===== src/lpd_pkg.sv =====
package lpd_pkg;

  localparam int unsigned LEN_WIDTH_DEF = 20;
  localparam int unsigned CFG_W         = 20;
  localparam int unsigned CFG_IDX_W     = 8;
  localparam int unsigned CFG_DATA_W    = 32;
  localparam int unsigned GARB_W        = 21;

  localparam logic [CFG_W-1:0] MAX_BODY_LEN_RST  = CFG_W'(4096);
  localparam logic [CFG_W-1:0] GARBAGE_LIMIT_RST = CFG_W'(2048);

  // Configuration register indexes
  localparam logic [CFG_IDX_W-1:0] REG_MAX_BODY_LEN  = CFG_IDX_W'(0);
  localparam logic [CFG_IDX_W-1:0] REG_GARBAGE_LIMIT = CFG_IDX_W'(1);

  // Result kinds
  localparam logic [1:0] KIND_BODY  = 2'd0;
  localparam logic [1:0] KIND_EMPTY = 2'd1;
  localparam logic [1:0] KIND_ERROR = 2'd2;

  // Error codes
  localparam logic [2:0] ERR_NONE      = 3'd0;
  localparam logic [2:0] ERR_EMPTY_LEN = 3'd1;
  localparam logic [2:0] ERR_BAD_CHAR  = 3'd2;
  localparam logic [2:0] ERR_TOO_BIG   = 3'd3;
  localparam logic [2:0] ERR_GARBAGE   = 3'd4;

  // Framing characters
  localparam logic [7:0] CH_HASH = 8'h23;
  localparam logic [7:0] CH_ZERO = 8'h30;
  localparam logic [7:0] CH_NINE = 8'h39;
  localparam logic [7:0] CH_CR   = 8'h0D;
  localparam logic [7:0] CH_LF   = 8'h0A;

  typedef struct packed {
    logic [CFG_W-1:0] max_body_len;
    logic [CFG_W-1:0] garbage_limit;
  } cfg_t;

  typedef struct packed {
    logic [1:0] kind;
    logic [7:0] data_byte;
    logic       last;
    logic [2:0] error_code;
  } res_t;

endpackage


===== src/lpd_if.sv =====
interface lpd_byte_if;
  logic       valid;
  logic       ready;
  logic [7:0] byte_in;

  modport source (output valid, output byte_in, input ready);
  modport sink (input valid, input byte_in, output ready);
endinterface

interface lpd_res_if;
  logic       valid;
  logic       ready;
  logic [1:0] kind;
  logic [7:0] data_byte;
  logic       last;
  logic [2:0] error_code;

  modport source (output valid, output kind, output data_byte, output last,
                  output error_code, input ready);
  modport sink (input valid, input kind, input data_byte, input last,
                input error_code, output ready);
endinterface

interface lpd_cfg_if;
  import lpd_pkg::*;
  logic                  valid;
  logic                  ready;
  logic [CFG_IDX_W-1:0]  index;
  logic [CFG_DATA_W-1:0] data;

  modport source (output valid, output index, output data, input ready);
  modport sink (input valid, input index, input data, output ready);
endinterface


===== src/lpd_cfg_regs.sv =====
module lpd_cfg_regs (
  input  logic                           clk_i,
  input  logic                           rst_ni,
  input  logic                           wr_valid_i,
  input  logic [lpd_pkg::CFG_IDX_W-1:0]  wr_index_i,
  input  logic [lpd_pkg::CFG_DATA_W-1:0] wr_data_i,
  output logic                           wr_ready_o,
  output lpd_pkg::cfg_t                  cfg_o
);
  import lpd_pkg::*;

  cfg_t cfg_q;

  assign wr_ready_o = 1'b1;
  assign cfg_o      = cfg_q;

  always_ff @(posedge clk_i or negedge rst_ni) begin
    if (!rst_ni) begin
      cfg_q.max_body_len  <= MAX_BODY_LEN_RST;
      cfg_q.garbage_limit <= GARBAGE_LIMIT_RST;
    end else if (wr_valid_i) begin
      unique case (wr_index_i)
        REG_MAX_BODY_LEN:  cfg_q.max_body_len  <= wr_data_i[CFG_W-1:0];
        REG_GARBAGE_LIMIT: cfg_q.garbage_limit <= wr_data_i[CFG_W-1:0];
        default: ;  // drop writes to unmapped indexes
      endcase
    end
  end

endmodule


===== src/lpd_core.sv =====
module lpd_core #(
  parameter int unsigned LEN_WIDTH = lpd_pkg::LEN_WIDTH_DEF
) (
  input  logic          clk_i,
  input  logic          rst_ni,
  input  logic          in_valid_i,
  input  logic [7:0]    in_byte_i,
  output logic          in_ready_o,
  input  lpd_pkg::cfg_t cfg_i,
  input  logic          res_free_i,
  output logic          res_push_o,
  output lpd_pkg::res_t res_o
);
  import lpd_pkg::*;

  localparam int unsigned CMP_W = (LEN_WIDTH > CFG_W) ? LEN_WIDTH : CFG_W;

  typedef enum logic [1:0] {
    PH_HUNT = 2'd0,
    PH_LEN  = 2'd1,
    PH_CR   = 2'd2,
    PH_BODY = 2'd3
  } phase_e;

  logic                 in_valid_q;
  logic [7:0]           in_byte_q;

  phase_e               phase_q, phase_d;
  logic [LEN_WIDTH-1:0] accum_q, accum_d;
  logic                 digit_seen_q, digit_seen_d;
  logic                 too_big_q, too_big_d;
  logic [LEN_WIDTH-1:0] body_left_q, body_left_d;
  logic [GARB_W-1:0]    garb_q, garb_d;

  logic                 has_res;
  res_t                 res;
  logic                 consume;
  logic [LEN_WIDTH+3:0] accum_x10;
  logic [GARB_W-1:0]    garb_inc;
  logic                 is_digit;

  // accum * 10 + digit, built from two shifts
  assign accum_x10 = {1'b0, accum_q, 3'b000} + {3'b000, accum_q, 1'b0}
                   + {(LEN_WIDTH)'(0), in_byte_q[3:0]};
  assign garb_inc  = (garb_q == {GARB_W{1'b1}}) ? garb_q : garb_q + GARB_W'(1);
  assign is_digit  = (in_byte_q >= CH_ZERO) && (in_byte_q <= CH_NINE);

  always_comb begin
    phase_d      = phase_q;
    accum_d      = accum_q;
    digit_seen_d = digit_seen_q;
    too_big_d    = too_big_q;
    body_left_d  = body_left_q;
    garb_d       = garb_q;
    has_res      = 1'b0;
    res          = '0;

    unique case (phase_q)
      PH_HUNT: begin
        if (in_byte_q == CH_HASH) begin
          phase_d      = PH_LEN;
          accum_d      = '0;
          digit_seen_d = 1'b0;
          too_big_d    = 1'b0;
          garb_d       = '0;
        end else if (garb_inc > {1'b0, cfg_i.garbage_limit}) begin
          garb_d         = '0;
          has_res        = 1'b1;
          res.kind       = KIND_ERROR;
          res.error_code = ERR_GARBAGE;
        end else begin
          garb_d = garb_inc;
        end
      end
      PH_LEN: begin
        if (is_digit) begin
          digit_seen_d = 1'b1;
          if (|accum_x10[LEN_WIDTH+3:LEN_WIDTH]) begin
            accum_d   = '1;  // saturate and flag
            too_big_d = 1'b1;
          end else begin
            accum_d = accum_x10[LEN_WIDTH-1:0];
          end
        end else if (in_byte_q == CH_CR) begin
          phase_d = PH_CR;
        end else begin
          phase_d        = PH_HUNT;
          garb_d         = '0;
          has_res        = 1'b1;
          res.kind       = KIND_ERROR;
          res.error_code = ERR_BAD_CHAR;
        end
      end
      PH_CR: begin
        phase_d = PH_HUNT;
        garb_d  = '0;
        has_res = 1'b1;
        if (in_byte_q != CH_LF) begin
          res.kind       = KIND_ERROR;
          res.error_code = ERR_BAD_CHAR;
        end else if (!digit_seen_q) begin
          res.kind       = KIND_ERROR;
          res.error_code = ERR_EMPTY_LEN;
        end else if (too_big_q ||
                     (CMP_W'(accum_q) > CMP_W'(cfg_i.max_body_len))) begin
          res.kind       = KIND_ERROR;
          res.error_code = ERR_TOO_BIG;
        end else if (accum_q == '0) begin
          res.kind = KIND_EMPTY;
          res.last = 1'b1;
        end else begin
          // header good: start the body, no result yet
          has_res     = 1'b0;
          phase_d     = PH_BODY;
          garb_d      = garb_q;
          body_left_d = accum_q;
        end
      end
      PH_BODY: begin
        has_res       = 1'b1;
        res.kind      = KIND_BODY;
        res.data_byte = in_byte_q;
        if (body_left_q[LEN_WIDTH-1:1] == '0) begin
          body_left_d = '0;
          phase_d     = PH_HUNT;
          garb_d      = '0;
          res.last    = 1'b1;
        end else begin
          body_left_d = body_left_q - LEN_WIDTH'(1);
        end
      end
      default: ;
    endcase
  end

  // Advance the held byte when it makes no result or the result stage has room
  assign consume    = in_valid_q && (!has_res || res_free_i);
  assign in_ready_o = !in_valid_q || consume;
  assign res_push_o = consume && has_res;
  assign res_o      = res;

  always_ff @(posedge clk_i or negedge rst_ni) begin
    if (!rst_ni) begin
      in_valid_q   <= 1'b0;
      phase_q      <= PH_HUNT;
      accum_q      <= '0;
      digit_seen_q <= 1'b0;
      too_big_q    <= 1'b0;
      body_left_q  <= '0;
      garb_q       <= '0;
    end else begin
      if (in_ready_o) begin
        in_valid_q <= in_valid_i;
      end
      if (consume) begin
        phase_q      <= phase_d;
        accum_q      <= accum_d;
        digit_seen_q <= digit_seen_d;
        too_big_q    <= too_big_d;
        body_left_q  <= body_left_d;
        garb_q       <= garb_d;
      end
    end
  end

  always_ff @(posedge clk_i) begin
    if (in_ready_o && in_valid_i) begin
      in_byte_q <= in_byte_i;
    end
  end

endmodule


===== src/lpd_out_stage.sv =====
module lpd_out_stage (
  input  logic          clk_i,
  input  logic          rst_ni,
  input  logic          push_i,
  input  lpd_pkg::res_t res_i,
  output logic          free_o,
  output logic          valid_o,
  input  logic          ready_i,
  output lpd_pkg::res_t res_o
);
  import lpd_pkg::*;

  logic valid_q;
  res_t res_q;

  assign free_o  = !valid_q || ready_i;
  assign valid_o = valid_q;
  assign res_o   = res_q;

  always_ff @(posedge clk_i or negedge rst_ni) begin
    if (!rst_ni) begin
      valid_q <= 1'b0;
    end else if (push_i) begin
      valid_q <= 1'b1;
    end else if (ready_i) begin
      valid_q <= 1'b0;
    end
  end

  always_ff @(posedge clk_i) begin
    if (push_i) begin
      res_q <= res_i;
    end
  end

endmodule


===== src/length_prefixed_deframer.sv =====
// Channel   Role    Payload                                   Transaction when
// in_i      sink    byte_in[7:0]                              valid && ready
// out_o     source  kind[1:0] data_byte[7:0] last error_code  valid && ready
// cfg_i     sink    index[7:0] data[31:0] (low 20 bits kept)  valid && ready
//
// One byte per cycle sustained while out_o is not stalled; the result for a byte
// shows on out_o after the input register, then the result register. cfg_i is always ready.
// Reset clears the framer to hunting for '#' and loads the register defaults.
// A stall on out_o holds the result; the input register keeps taking bytes
// that make no result, and holds the first one that would.
module length_prefixed_deframer #(
  parameter int unsigned LEN_WIDTH = lpd_pkg::LEN_WIDTH_DEF
) (
  input  logic      clk_i,
  input  logic      rst_ni,
  lpd_byte_if.sink  in_i,
  lpd_res_if.source out_o,
  lpd_cfg_if.sink   cfg_i
);
  import lpd_pkg::*;

  cfg_t cfg;
  res_t core_res;
  res_t out_res;
  logic res_push;
  logic res_free;

  lpd_cfg_regs u_cfg_regs (
    .clk_i      (clk_i),
    .rst_ni     (rst_ni),
    .wr_valid_i (cfg_i.valid),
    .wr_index_i (cfg_i.index),
    .wr_data_i  (cfg_i.data),
    .wr_ready_o (cfg_i.ready),
    .cfg_o      (cfg)
  );

  lpd_core #(
    .LEN_WIDTH (LEN_WIDTH)
  ) u_core (
    .clk_i      (clk_i),
    .rst_ni     (rst_ni),
    .in_valid_i (in_i.valid),
    .in_byte_i  (in_i.byte_in),
    .in_ready_o (in_i.ready),
    .cfg_i      (cfg),
    .res_free_i (res_free),
    .res_push_o (res_push),
    .res_o      (core_res)
  );

  lpd_out_stage u_out_stage (
    .clk_i   (clk_i),
    .rst_ni  (rst_ni),
    .push_i  (res_push),
    .res_i   (core_res),
    .free_o  (res_free),
    .valid_o (out_o.valid),
    .ready_i (out_o.ready),
    .res_o   (out_res)
  );

  assign out_o.kind       = out_res.kind;
  assign out_o.data_byte  = out_res.data_byte;
  assign out_o.last       = out_res.last;
  assign out_o.error_code = out_res.error_code;

endmodule


===== src/flat_wrapper.sv =====
// flat-port wrapper written by rule: the top's interface ports become plain ports
module length_prefixed_deframer_flat import lpd_pkg::*;
#(
  parameter int unsigned LEN_WIDTH = lpd_pkg::LEN_WIDTH_DEF
)
  (clk_i, rst_ni, in_i_valid, in_i_byte_in, in_i_ready, out_o_valid, out_o_kind, out_o_data_byte, out_o_last, out_o_error_code, out_o_ready, cfg_i_valid, cfg_i_index, cfg_i_data, cfg_i_ready);
  lpd_byte_if in_i_i ();
  lpd_res_if out_o_i ();
  lpd_cfg_if cfg_i_i ();
  input  logic clk_i;
  input  logic rst_ni;
  input wire logic [$bits(in_i_i.valid)-1:0] in_i_valid;
  input wire logic [$bits(in_i_i.byte_in)-1:0] in_i_byte_in;
  output wire logic [$bits(in_i_i.ready)-1:0] in_i_ready;
  output wire logic [$bits(out_o_i.valid)-1:0] out_o_valid;
  output wire logic [$bits(out_o_i.kind)-1:0] out_o_kind;
  output wire logic [$bits(out_o_i.data_byte)-1:0] out_o_data_byte;
  output wire logic [$bits(out_o_i.last)-1:0] out_o_last;
  output wire logic [$bits(out_o_i.error_code)-1:0] out_o_error_code;
  input wire logic [$bits(out_o_i.ready)-1:0] out_o_ready;
  input wire logic [$bits(cfg_i_i.valid)-1:0] cfg_i_valid;
  input wire logic [$bits(cfg_i_i.index)-1:0] cfg_i_index;
  input wire logic [$bits(cfg_i_i.data)-1:0] cfg_i_data;
  output wire logic [$bits(cfg_i_i.ready)-1:0] cfg_i_ready;
  assign in_i_i.valid = in_i_valid;
  assign in_i_i.byte_in = in_i_byte_in;
  assign in_i_ready = in_i_i.ready;
  assign out_o_valid = out_o_i.valid;
  assign out_o_kind = out_o_i.kind;
  assign out_o_data_byte = out_o_i.data_byte;
  assign out_o_last = out_o_i.last;
  assign out_o_error_code = out_o_i.error_code;
  assign out_o_i.ready = out_o_ready;
  assign cfg_i_i.valid = cfg_i_valid;
  assign cfg_i_i.index = cfg_i_index;
  assign cfg_i_i.data = cfg_i_data;
  assign cfg_i_ready = cfg_i_i.ready;
  length_prefixed_deframer #(.LEN_WIDTH(LEN_WIDTH)) u_core (.clk_i(clk_i), .rst_ni(rst_ni), .in_i(in_i_i), .out_o(out_o_i), .cfg_i(cfg_i_i));
endmodule

===== config.mk =====
export PLATFORM = sky130hd
export DESIGN_NAME = length_prefixed_deframer_flat
export DESIGN_NICKNAME = d
export VERILOG_FILES = /design/src/lpd_pkg.sv /design/src/lpd_if.sv /design/src/lpd_cfg_regs.sv /design/src/lpd_core.sv /design/src/lpd_out_stage.sv /design/src/length_prefixed_deframer.sv /design/src/flat_wrapper.sv
export SDC_FILE = /design/constraint.sdc
export NUM_CORES = 1
export LEC_CHECK = 0
export ABC_AREA = 1
export BUFFER_PORTS_ARGS = -buffer_cell sky130_fd_sc_hd__buf_2
export CORE_MARGIN = 2
export CORE_UTILIZATION = 35
export CTS_CLUSTER_DIAMETER = 50
export DETAILED_ROUTE_END_ITERATION = 8
export GPL_TIMING_DRIVEN = 0
export SLEW_MARGIN = 0
export SYNTH_ARGS = -nofsm -noshare
export SYNTH_HDL_FRONTEND = slang
export SYNTH_SLANG_ARGS = --single-unit

===== constraint.sdc =====
create_clock -name clk_i -period 4.05 [get_ports clk_i]
set_input_delay 0.405 -clock clk_i [delete_from_list [all_inputs] [get_ports clk_i]]
set_output_delay 0.405 -clock clk_i [all_outputs]
set_load 0.01 [all_outputs]

# [Word-level counts from Yosys, hierarchy flattened]
# Index checks and enable logic that the tools add are counted.
[op_classes] add_sub_neg=4 mul=0 div=0 magnitude_cmp=4 n_eq_ne=19 n_shift=0 mux=69 bitwise_logic=0 reduce_logical=26
[op_table] operator="21-bit two-way mux" n=10
[op_table] operator="20-bit two-way mux" n=8
[op_table] operator="21-bit case mux with 4 select lines" n=1
[op_table] operator="20-bit case mux with 2 select lines" n=2
[op_table] operator="2-bit two-way mux" n=20
[op_table] operator="23-bit by 21-bit adder with 24-bit output" n=1
[op_table] operator="24-bit by 4-bit adder with 24-bit output" n=1
[op_table] operator="21-bit by 1-bit adder with 21-bit output (second input constant)" n=1
[op_table] operator="21-bit == test (second input constant)" n=1
[op_table] operator="21-bit by 20-bit > comparator with 1-bit output" n=1
[op_table] operator="20-bit > comparator" n=1
[op_table] operator="20-bit zero test" n=1
[op_table] operator="2-bit inequality test (second input constant)" n=10
[op_table] operator="20-bit by 1-bit subtractor with 20-bit output (second input constant)" n=1
[op_table] operator="19-bit zero test" n=1
[op_table] operator="1-bit two-way mux" n=19
[op_table] operator="2-bit case mux with 4 select lines" n=2
[op_table] operator="5-bit AND reduction" n=2
[op_table] operator="3-bit case mux with 3 select lines" n=1
[op_table] operator="8-bit by 1-bit == test with 1-bit output (second input constant)" n=1
[op_table] operator="8-bit by 4-bit == test with 1-bit output (second input constant)" n=1
[op_table] operator="8-bit by 6-bit == test with 1-bit output (second input constant)" n=1
[op_table] operator="8-bit by 6-bit greater-or-equal comparator with 1-bit output (second input constant)" n=1
[op_table] operator="8-bit by 6-bit less-or-equal comparator with 1-bit output (second input constant)" n=1
[op_table] operator="other kinds (17)" n=33
[word_totals] regBits=129 latchBits=0 mem_bits_rw=0 romBits=0 inputBits=53 n_memories=0

# [Longest topological paths before layout]
# Gate-level depths: netlist (run 1).
[depth] ltp_word=11 mapped_depth=28 depth_no_buf=27

# [Cells and area by module]
# Synthesis (run 1) repeated with hierarchy kept, for this count alone.
[unflattened] cells_unflattened=1255 area_unflattened_um2=9298.9
[modules_own_cells] mod="lpd_core" n_inst=1 cells_each=1042 area_per_inst_um2=7191.9 seq_area_each_um2=1891.8
[modules_own_cells] mod="lpd_cfg_regs" n_inst=1 cells_each=194 area_per_inst_um2=1641.6 seq_area_each_um2=1003.5
[modules_own_cells] mod="lpd_out_stage" n_inst=1 cells_each=19 area_per_inst_um2=465.4 seq_area_each_um2=445.4

# [Worst setup path before layout (run 1)]
# OpenSTA, ideal clock, no wires.
[synth_path] kind="flip-flop to flip-flop" startpoint="register u_core.u_core.garb_q[0]" endpoint="register u_core.u_out_stage.res_q (netlist bit u_core.u_out_stage.res_o[0]) (enable)" setup_ns=0.354 arrival_ns=3.237 required_ns=3.696 setup_slack_ns=0.459 path_stages_with_launch=25 n_path_buf=0 period_less_slack_ns=3.591 cell_sequence="dfrtp_1 ha_1 inv_1 nor3_1 nand2_1 nor2_1 nand3_2 nand4_1 xor2_1 ha_1 nand2_1 inv_1 nand2_1 nand3_1 nand2_1 nand3_1 nand2_1 nand2_1 nand2_1 nand3_1 nand3_2 nand2_2 a21oi_1 nand2_1 inv_1"
[synth_between] elab_chain_len=10
[synth_rtl] element="start: declaration" line_no="lpd_core.sv:33" text="logic [GARB_W-1:0] garb_q, garb_d;"
[synth_rtl] element="start signal: assignment" line_no="lpd_core.sv:161" text="garb_q <= garb_d;"
[synth_rtl] element="21-bit by 1-bit adder with 21-bit output or 21-bit == test (tied branches)" line_no="lpd_core.sv:45" text="assign garb_inc = (garb_q == {GARB_W{1'b1}}) ? garb_q : garb_q + GARB_W'(1);"
[synth_rtl] element="21-bit two-way mux (*)" line_no="lpd_core.sv:45"
[synth_rtl] element="21-bit by 20-bit > comparator with 1-bit output (*)" line_no="lpd_core.sv:66" text="end else if (garb_inc > {1'b0, cfg_i.garbage_limit}) begin"
[synth_rtl] element="1-bit two-way mux (*)" line_no="lpd_core.sv:66"
[synth_rtl] element="1-bit two-way mux (*)" line_no="lpd_core.sv:60" text="if (in_byte_q == CH_HASH) begin"
[synth_rtl] element="1-bit case mux with 4 select lines (*)" line_no="lpd_core.sv:58" text="unique case (phase_q)"
[synth_rtl] element="1-bit zero test" line_no="lpd_core.sv:137" text="assign consume = in_valid_q && (!has_res || res_free_i);"
[synth_rtl] element="1-bit logical OR" line_no="lpd_core.sv:137"
[synth_rtl] element="1-bit logical AND" line_no="lpd_core.sv:137"
[synth_rtl] element="1-bit logical AND (*)" line_no="lpd_core.sv:139" text="assign res_push_o = consume && has_res;"
[synth_rtl] element="via u_core.res_push" line_no="length_prefixed_deframer.sv:25" text="logic res_push;"
[synth_rtl] element="end signal: assignment" line_no="lpd_out_stage.sv:32" text="res_q <= res_i;"
[synth_rtl] element="end: declaration" line_no="lpd_out_stage.sv:14" text="res_t res_q;"
# Mark *: on every way through the listed nets, which the timed path passes. The rest lies on a longest branch.
# A chain may end at the register's enable or synchronous reset.

# [Worst setup path in the final report (run 1)]
[layout_path] startpoint="register u_core.u_core.garb_q[7]" endpoint="output in_i_ready"
[layout_between] elab_chain_len=10
[layout_rtl] element="21-bit by 1-bit adder with 21-bit output or 21-bit == test (tied branches)" line_no="lpd_core.sv:45"
[layout_rtl] element="21-bit two-way mux (*)" line_no="lpd_core.sv:45"
[layout_rtl] element="21-bit by 20-bit > comparator with 1-bit output (*)" line_no="lpd_core.sv:66"
[layout_rtl] element="1-bit two-way mux (*)" line_no="lpd_core.sv:66"
[layout_rtl] element="1-bit two-way mux (*)" line_no="lpd_core.sv:60"
[layout_rtl] element="1-bit case mux with 4 select lines (*)" line_no="lpd_core.sv:58"
[layout_rtl] element="1-bit zero test (*)" line_no="lpd_core.sv:137"
[layout_rtl] element="1-bit logical OR (*)" line_no="lpd_core.sv:137"
[layout_rtl] element="1-bit logical AND (*)" line_no="lpd_core.sv:137"
[layout_rtl] element="1-bit logical OR (*)" line_no="lpd_core.sv:138" text="assign in_ready_o = !in_valid_q || consume;"
[layout_rtl] element="end: declaration" line_no="flat_wrapper.sv:14" text="output wire logic [$bits(in_i_i.ready)-1:0] in_i_ready;"
# Mark *: on every way between the ends. The rest lies on a longest branch, timed or not.

==> impl_metrics.env, run 1 <==
export IMPL_endpoint="in_i_ready"
export IMPL_die_w_um=163
export IMPL_dr_pass1_iters=5
export IMPL_syn_area_um2=8860
export IMPL_finalSetupViolations=0
export IMPL_synth_top_family_by_area="simple AND/OR/NAND/NOR gates"
export IMPL_hold_viol=0
export IMPL_fin_crit_ns=3.97
export IMPL_power_density_nw_per_um2=541
export IMPL_syn_inst=1168
export IMPL_syn_nets=1304
export IMPL_rows=58
export IMPL_grt_use_total_pct=19.4
export IMPL_status="finished, final reports clean"
export IMPL_vias_per_cell=4.97
export IMPL_synthArstFlopShare_pct=82.9
export IMPL_crit_slowest_cell="dfrtp_1"
export IMPL_cts_buffers=17
export IMPL_syn_mean_instance_area_um2=7.58
export IMPL_top_usage_layer="met2"
export IMPL_cts_sink_count=129
export IMPL_diodes=0
export IMPL_layout_drive_gt1_share_pct=13.7
export IMPL_root_buffer="clkbuf_16"
export IMPL_maxCapViolCount=0
export IMPL_stdcell_area_um2=10600
export IMPL_critPathLaunch="u_core.u_core.garb_q[7]"
export IMPL_r2r_slack_ns=0.22
export IMPL_finalClockSkew_ns=0.0117
export IMPL_grt_overflow=0
export IMPL_drtIter0Drc=664
export IMPL_startpoint_type="flip-flop"
export IMPL_placed_cell_area_um2=9580
export IMPL_cts_tree="yes"
export IMPL_synth_seq_area_share_pct=37.7
export IMPL_cp_required_ns=3.64
export IMPL_final_antenna_net_count=0
export IMPL_vias=7975
export IMPL_critPathMaxFanout=4
export IMPL_worstSkewPairLatency_ns=0.43
export IMPL_min_path_type="in -> reg"
export IMPL_hpwl_um=18700
export IMPL_die_h_um=163
export IMPL_cp_end_kind="primary output"
export IMPL_yosysWarningCount=0
export IMPL_leakagePower_nw=5.22
export IMPL_synth_xor_xnor_area_share_pct=4.35
export IMPL_synth_compound_area_share_pct=11.9
export IMPL_routed_wl_um=25200
export IMPL_max_freq_ghz=0.252
export IMPL_slowest_delay_ns=0.42
export IMPL_synthSimpleGateAreaFrac_pct=25.8
export IMPL_worst_pin_slew_ns=0.628
export IMPL_fin_util_pct=42.4
export IMPL_pin_count=70
export IMPL_vdd_drop_max_mv=0.306
export IMPL_clk_pin_slew_ns=0.06
export IMPL_cts_buffer_depth=2
export IMPL_synth_seq_cells=129
export IMPL_r2r_end="u_core.u_core.garb_q[13]"
export IMPL_synthAdderAreaFrac_pct=11.9
export IMPL_avgRoutedWirePerCell_um=15.7
export IMPL_nets=1397
export IMPL_muxShareOfSynthArea_pct=0.113
export IMPL_tns_ns=0
export IMPL_drv_slew=0
export IMPL_htree_levels=4
export IMPL_synthToLayoutAreaGrowth_pct=19.9
export IMPL_place_gp_congestion=0.932
export IMPL_antenna_found_initial=0
export IMPL_die_area_um2=26600
export IMPL_n_fill_cell=2557
export IMPL_rsz0062_at_grt="yes"
export IMPL_post_route_drc_count=0
export IMPL_reg2reg_depth=22
export IMPL_hold_ws_ns=0.159
export IMPL_io_buffers=56
export IMPL_start_util_pct=35.4
export IMPL_grt_pass1_wl_um=40200
export IMPL_timing_rr_start="u_core.u_core.garb_q[7]"
export IMPL_synth_edf_count=22
export IMPL_use_met2_pct=29.3
export IMPL_use_met3_pct=3.68
export IMPL_synth_distinct_cells=46
export IMPL_crit_arrival_ns=3.57
export IMPL_grt_use_met1_pct=28.7
export IMPL_ys_flop_type="dfrtp_1"
export IMPL_cp_common_cell="nand2_1"
export IMPL_relSlewSlack_pct=58.0
export IMPL_criticalPathCategory="reg -> out"
export IMPL_core_um2=25000
export IMPL_grt_max_degree=83
export IMPL_post_route_period_util_pct=98.1
export IMPL_path_cells="nand2_1 > nor3_1 > nand2_2 > buf_4 > nor4_1 > nand2_1 > xor2_1 > nand2_1 > ha_1 > nand2_1 > inv_1 > nand2_1 > nor4_2 > nand4_1 > nand3_4 > nand2_4 > nand3_4 > buf_6"
export IMPL_grt_pass1_vias=7519
==> placed cells by master (no fill, tap or decap), types with 13 or more instances in the layout <==
| master | synthesis | routed |
|---|---|---|
| clkbuf_16 | 0 | 19 |
| a21oi_1 | 48 | 45 |
| xor2_1 | 28 | 27 |
| buf_4 | 6 | 17 |
| buf_2 | 4 | 57 |
| inv_1 | 144 | 140 |
| edfxtp_1 | 22 | 22 |
| nor3_1 | 21 | 17 |
| nand2_1 | 313 | 305 |
| dfrtp_1 | 105 | 102 |
| o21ai_0 | 82 | 80 |
| clkbuf_1 | 15 | 13 |
| nand4_1 | 21 | 21 |
| xnor2_1 | 16 | 16 |
| nor2_1 | 114 | 112 |
| ha_1 | 81 | 80 |
| o21ai_1 | 39 | 41 |
| nand3_1 | 40 | 34 |
==> worst min path at each step <==
stage	end	depth (start not counted)	start
2_1_floorplan	u_core.u_cfg_regs.cfg_o[0]	0	rst_ni
3_3_place_gp	u_core.u_core.too_big_q	2	u_core.u_core.too_big_q
3_5_place_dp	u_core.u_core.accum_q[16]	1	rst_ni
4_1_cts	u_core.u_core.in_byte_q[3]	1	in_i_byte_in[3]
5_1_grt	u_core.u_core.in_byte_q[6]	1	in_i_byte_in[6]
6_report	u_core.u_core.in_byte_q[3]	1	in_i_byte_in[3]
==> report_power, final <==
group | internal [W] | leakage [nW] | switching (W)
clock network | 0.00110 | 0.319 | 0.000616
registers | 0.00151 | 1.67 | 0.000249
logic | 0.000854 | 3.23 | 0.00141
==> final cells by class <==
type	instances	area (µm²)	share of cell area [%]
Clock buffer	21	482	4.54
Inverter	145	552	5.20
Sequential cell	129	3340	31.5
Buffer	30	203	1.91
Timing Repair inverter	1	7.51	0.0707
Timing Repair Buffer	73	460	4.34
Tap cell	330	413	3.89
Clock inverter	11	174	1.64
Multi-Input combinational cell	864	4980	46.9
==> Yosys cell counts, drive strengths merged, types with 3 or more instances <==
cell type / instances / area, µm²
edfxtp: 22 / 661
nor2: 115 / 439
a21oi: 49 / 257
clkbuf: 15 / 56.3
buf: 15 / 121
o22ai: 3 / 18.8
a22oi: 6 / 45.0
ha: 81 / 1010
nor3: 23 / 125
nand3b: 3 / 22.5
nor4: 12 / 75.1
nand4: 22 / 144
xnor2: 16 / 140
o21bai: 3 / 22.5
a31oi: 6 / 37.5
o21ai: 121 / 606
xor2: 28 / 245
nand3: 45 / 265
dfrtp: 105 / 2630
nand2: 315 / 1190
inv: 145 / 544
==> stage by stage <==
stage                     setup WS [ns]  std cells  power (W)
after floorplan                   0.459       1168    0.00319
after global placement           -0.837       1554    0.00380
after detailed placement         -0.822       1555    0.00382
after CTS                       0.00405       1597    0.00563
after global routing             -0.157       1604    0.00616
final                            0.0782       1604    0.00575
==> repair_timing <==
item | CTS | global route
gates resized for setup | 26 | 35
hold buffers | 1 | 0
setup endpoints to repair | 90 | 62
cloned | 0 | 2
buffers inserted | 9 | 5
pin swaps | 9 | 14
endpoints found under the hold margin | 25 | 0
==> state kept, by name, indices dropped and copies added (netlist names) <==
register,cells
u_core.u_cfg_regs.cfg_o,40
u_core.u_core.accum_q,20
u_core.u_core.body_left_q,20
u_core.u_core.digit_seen_q,1
u_core.u_core.garb_q,21
u_core.u_core.in_byte_q,8
u_core.u_core.in_valid_q,1
u_core.u_core.phase_q,2
u_core.u_core.too_big_q,1
u_core.u_out_stage.res_o,14
u_core.u_out_stage.valid_o,1
==> cell families after synthesis <==
kind of cell               Yosys count
muxes                                1
DFF                                129
other                                1
buffers and inverters              175
and+or+nand+nor                    538
AOI/OAI and AO/OA                  197
adders and majority gates           83
xor gates and xnor gates            44
==> critical path, delay by kind of cell, from the launching register on <==
family	cells	cell delay, ns
XOR/XNOR	1	0.14
AND/OR/NAND/NOR	13	1.93
adder cells (fa/ha/maj)	1	0.31
buffers and inverters	3	0.35
flip-flops	1	0.42
==> per-layer routing <==
layer  part of all wire [%]  vias to the layer above
met4                    1.5                        0
met2                     44                      203
met1                     48                     3720
li1                       -                     4028
met5                      0                        -
met3                    5.7                       24
(Power assumes the default switching activity.)
==> run 2: changes to the inputs <==
--- a/config.mk
+++ b/config.mk
@@ -7,11 +7,13 @@
 export LEC_CHECK = 0
 export ABC_AREA = 1
 export BUFFER_PORTS_ARGS = -buffer_cell sky130_fd_sc_hd__buf_2
+export CORE_ASPECT_RATIO = 2
 export CORE_MARGIN = 2
 export CORE_UTILIZATION = 35
 export CTS_CLUSTER_DIAMETER = 50
 export DETAILED_ROUTE_END_ITERATION = 8
 export GPL_TIMING_DRIVEN = 0
+export HOLD_SLACK_MARGIN = 0.08
 export SLEW_MARGIN = 0
 export SYNTH_ARGS = -nofsm -noshare
 export SYNTH_HDL_FRONTEND = slang
==> constraint.sdc (replaced) <==
create_clock -name clk_i -period 4.05 [get_ports clk_i]
set_input_delay 1.0125 -clock clk_i [delete_from_list [all_inputs] [get_ports clk_i]]
set_output_delay 1.0125 -clock clk_i [all_outputs]
set_load 0.01 [all_outputs]
==> impl_metrics.env, run 2 (synthesis gave the netlist of run 1 again) <==
export IMPL_status="finished, violations left"
export IMPL_failed_checks="negative setup slack"
export IMPL_rsz0062_at_grt="yes"
export IMPL_fin_crit_ns=4.55
export IMPL_place_gp_congestion=0.982
export IMPL_reg2reg_depth=25
export IMPL_die_w_um=116
export IMPL_drtIter0Drc=448
export IMPL_share_seq_of_total_power_pct=30.5
export IMPL_clk_pin_slew_ns=0.06
export IMPL_grt_pass1_vias=8567
export IMPL_vias_per_cell=5.04
export IMPL_slowest_delay_ns=0.40
export IMPL_cp_end_kind="primary output"
export IMPL_cts_buffer_depth=2
export IMPL_crit_slowest_cell="dfrtp_2"
export IMPL_whs_path_depth=2
export IMPL_cpLargestDelayFamily="simple AND/OR/NAND/NOR gates"
export IMPL_p_int_w=0.00344
export IMPL_comb_power_share_pct=38.9
export IMPL_routed_wl_um=26400
export IMPL_path_cells="ha_4 > clkinvlp_4 > nor3_4 > nand2_2 > nor2_4 > nand3_4 > nand4_1 > xor2_2 > ha_1 > nand2_2 > inv_1 > nand2_1 > nand3_2 > nand2_1 > nand3_2 > nand2_1 > nand2_1 > nand2_2 > nand3_4 > nand3_4 > nand2_4 > nand3_4 > buf_6"
export IMPL_hold_path_end="u_core.u_core.too_big_q"
export IMPL_rows=82
export IMPL_diodes=0
export IMPL_max_freq_ghz=0.220
export IMPL_crit_buf_inv=3
export IMPL_total_power_w=0.00572
export IMPL_synthToLayoutAreaGrowth_pct=20.8
export IMPL_antenna_found_initial=0
export IMPL_cts_tree="yes"
export IMPL_r2r_slack_ns=0.14
export IMPL_worst_pin_slew_ns=0.668
export IMPL_core_um2=24900
export IMPL_maxCapViolCount=0
export IMPL_placed_cell_area_um2=9590
export IMPL_min_path_type="reg -> reg"
export IMPL_pre_cts_slack_ns=-1.15
export IMPL_cp_required_ns=3.04
export IMPL_post_route_drc_count=0
export IMPL_crit_arrival_ns=3.54
export IMPL_root_buffer="clkbuf_16"
export IMPL_hold_viol=0
export IMPL_htree_levels=4
export IMPL_grt_max_degree=67
export IMPL_switching_share_pct=39.8
export IMPL_nets=1406
export IMPL_drv_slew=0
export IMPL_power_share_clock_pct=30.7
export IMPL_cts_buffers=17
export IMPL_grt_pass1_wl_um=42400
export IMPL_grt_use_total_pct=20.7
export IMPL_critPathMaxFanout=3
export IMPL_cts_sink_count=129
export IMPL_vdd_drop_max_mv=0.348
export IMPL_hpwl_um=20800
export IMPL_post_route_period_util_pct=112
export IMPL_avgRoutedWirePerCell_um=16.3
export IMPL_stdcell_area_um2=10700
export IMPL_power_switching_w=0.00228
export IMPL_vias=8155
export IMPL_finalClockSkew_ns=0.0102
export IMPL_io_buffers=56
export IMPL_timing_rr_start="u_core.u_core.garb_q[1]"
export IMPL_startpoint_type="flip-flop"
export IMPL_pin_count=70
export IMPL_worstSkewPairLatency_ns=0.43
export IMPL_final_cell_mix="305 x nand2_1, 141 x inv_1, 112 x nor2_1"
export IMPL_layout_drive_gt1_share_pct=14.4
export IMPL_criticalPathCategory="reg -> out"
export IMPL_leakagePower_nw=5.31
export IMPL_power_density_nw_per_um2=535
export IMPL_final_antenna_net_count=0
export IMPL_die_area_um2=26700
export IMPL_fin_util_pct=42.9
export IMPL_r2r_end="u_core.u_out_stage.res_o[8]"
export IMPL_relSlewSlack_pct=55.4
export IMPL_setup_ws_ns=-0.500
export IMPL_mostFrequentLayoutCell="nand2_1"
export IMPL_die_h_um=229
export IMPL_min_from="u_core.u_core.too_big_q"
export IMPL_grt_overflow=0
export IMPL_largest_register_ff_count=40
export IMPL_start_util_pct=35.5
export IMPL_finalSetupViolations=1
export IMPL_dr_pass1_iters=6
-- run 2: area by class of cell --
type,count,area (µm²)
inverters,145,552
repair inverters,1,7.51
clock inverters,15,243
fillers,2525,14200
plain buffers,30,179
flip-flops and latches,129,3340
clock buffers,17,425
multi-input cells,864,5020
well taps,336,420
repair buffers,82,504
-- run 2: per-layer routing --
layer / GRT usage, % / share of wire (%) / vias to the layer above / wire (µm)
met2: 41.1 / 58 / 179 / 15400
met5: 0 / 0 / - / 0
met3: 3.08 / 2.3 / 74 / 609
li1: - / - / 4048 / -
met1: 18.1 / 33 / 3854 / 8710
met4: 13.4 / 6.3 / 0 / 1650
-- run 2: timing repair --
item | 4_1_cts | 5_1_grt
gates resized for setup | 44 | 9
hold endpoints to repair | 0 | 0
setup buffers | 23 | 2
gates cloned | 0 | 1
endpoints found under the setup margin | 92 | 29
hold buffers | 0 | 0
pin swaps | 14 | 4
-- run 2: how the worst max path moves through the flow --
stage / to / cells after the start / from / slack [ns]
floorplan: in_i_ready / 22 / u_core.u_core.garb_q[0] / 0.22
CTS: in_i_ready / 25 / u_core.u_core.garb_q[1] / -0.45
global placement: in_i_ready / 23 / u_core.u_core.garb_q[0] / -1.18
finish: in_i_ready / 23 / u_core.u_core.garb_q[1] / -0.50
detailed placement: in_i_ready / 23 / u_core.u_core.garb_q[0] / -1.15
global route: in_i_ready / 23 / u_core.u_core.garb_q[1] / -0.67
-- run 2: power groups by stage --
stage / sequential [W] / clock (W) / combinational [W]
floorplan: 0.00170 / 0 / 0.00149
global placement: 0.00177 / 0 / 0.00207
detailed placement: 0.00177 / 0 / 0.00210
CTS: 0.00174 / 0.00177 / 0.00222
global route: 0.00176 / 0.00184 / 0.00253
finish: 0.00174 / 0.00175 / 0.00222
-- run 2: worst register-to-register path: cells and delay by family (launching register included) --
family          cells  cell delay (ns)
buf+inv             4             0.49
xor+xnor            1             0.20
simple gates       17             1.86
fa+ha+maj           2             0.42
flops               1             0.40
compound gates      1             0.22
-- run 2: per-stage QoR --
step | hold slack, ns | TNS, ns | instances
floorplan | 0.441 | 0 | 1168
global placement | 0.459 | -62.26 | 1560
detailed placement | 0.469 | -61.29 | 1561
CTS | 0.484 | -0.449 | 1616
global route | 0.511 | -0.910 | 1619
finish | 0.477 | -0.500 | 1619
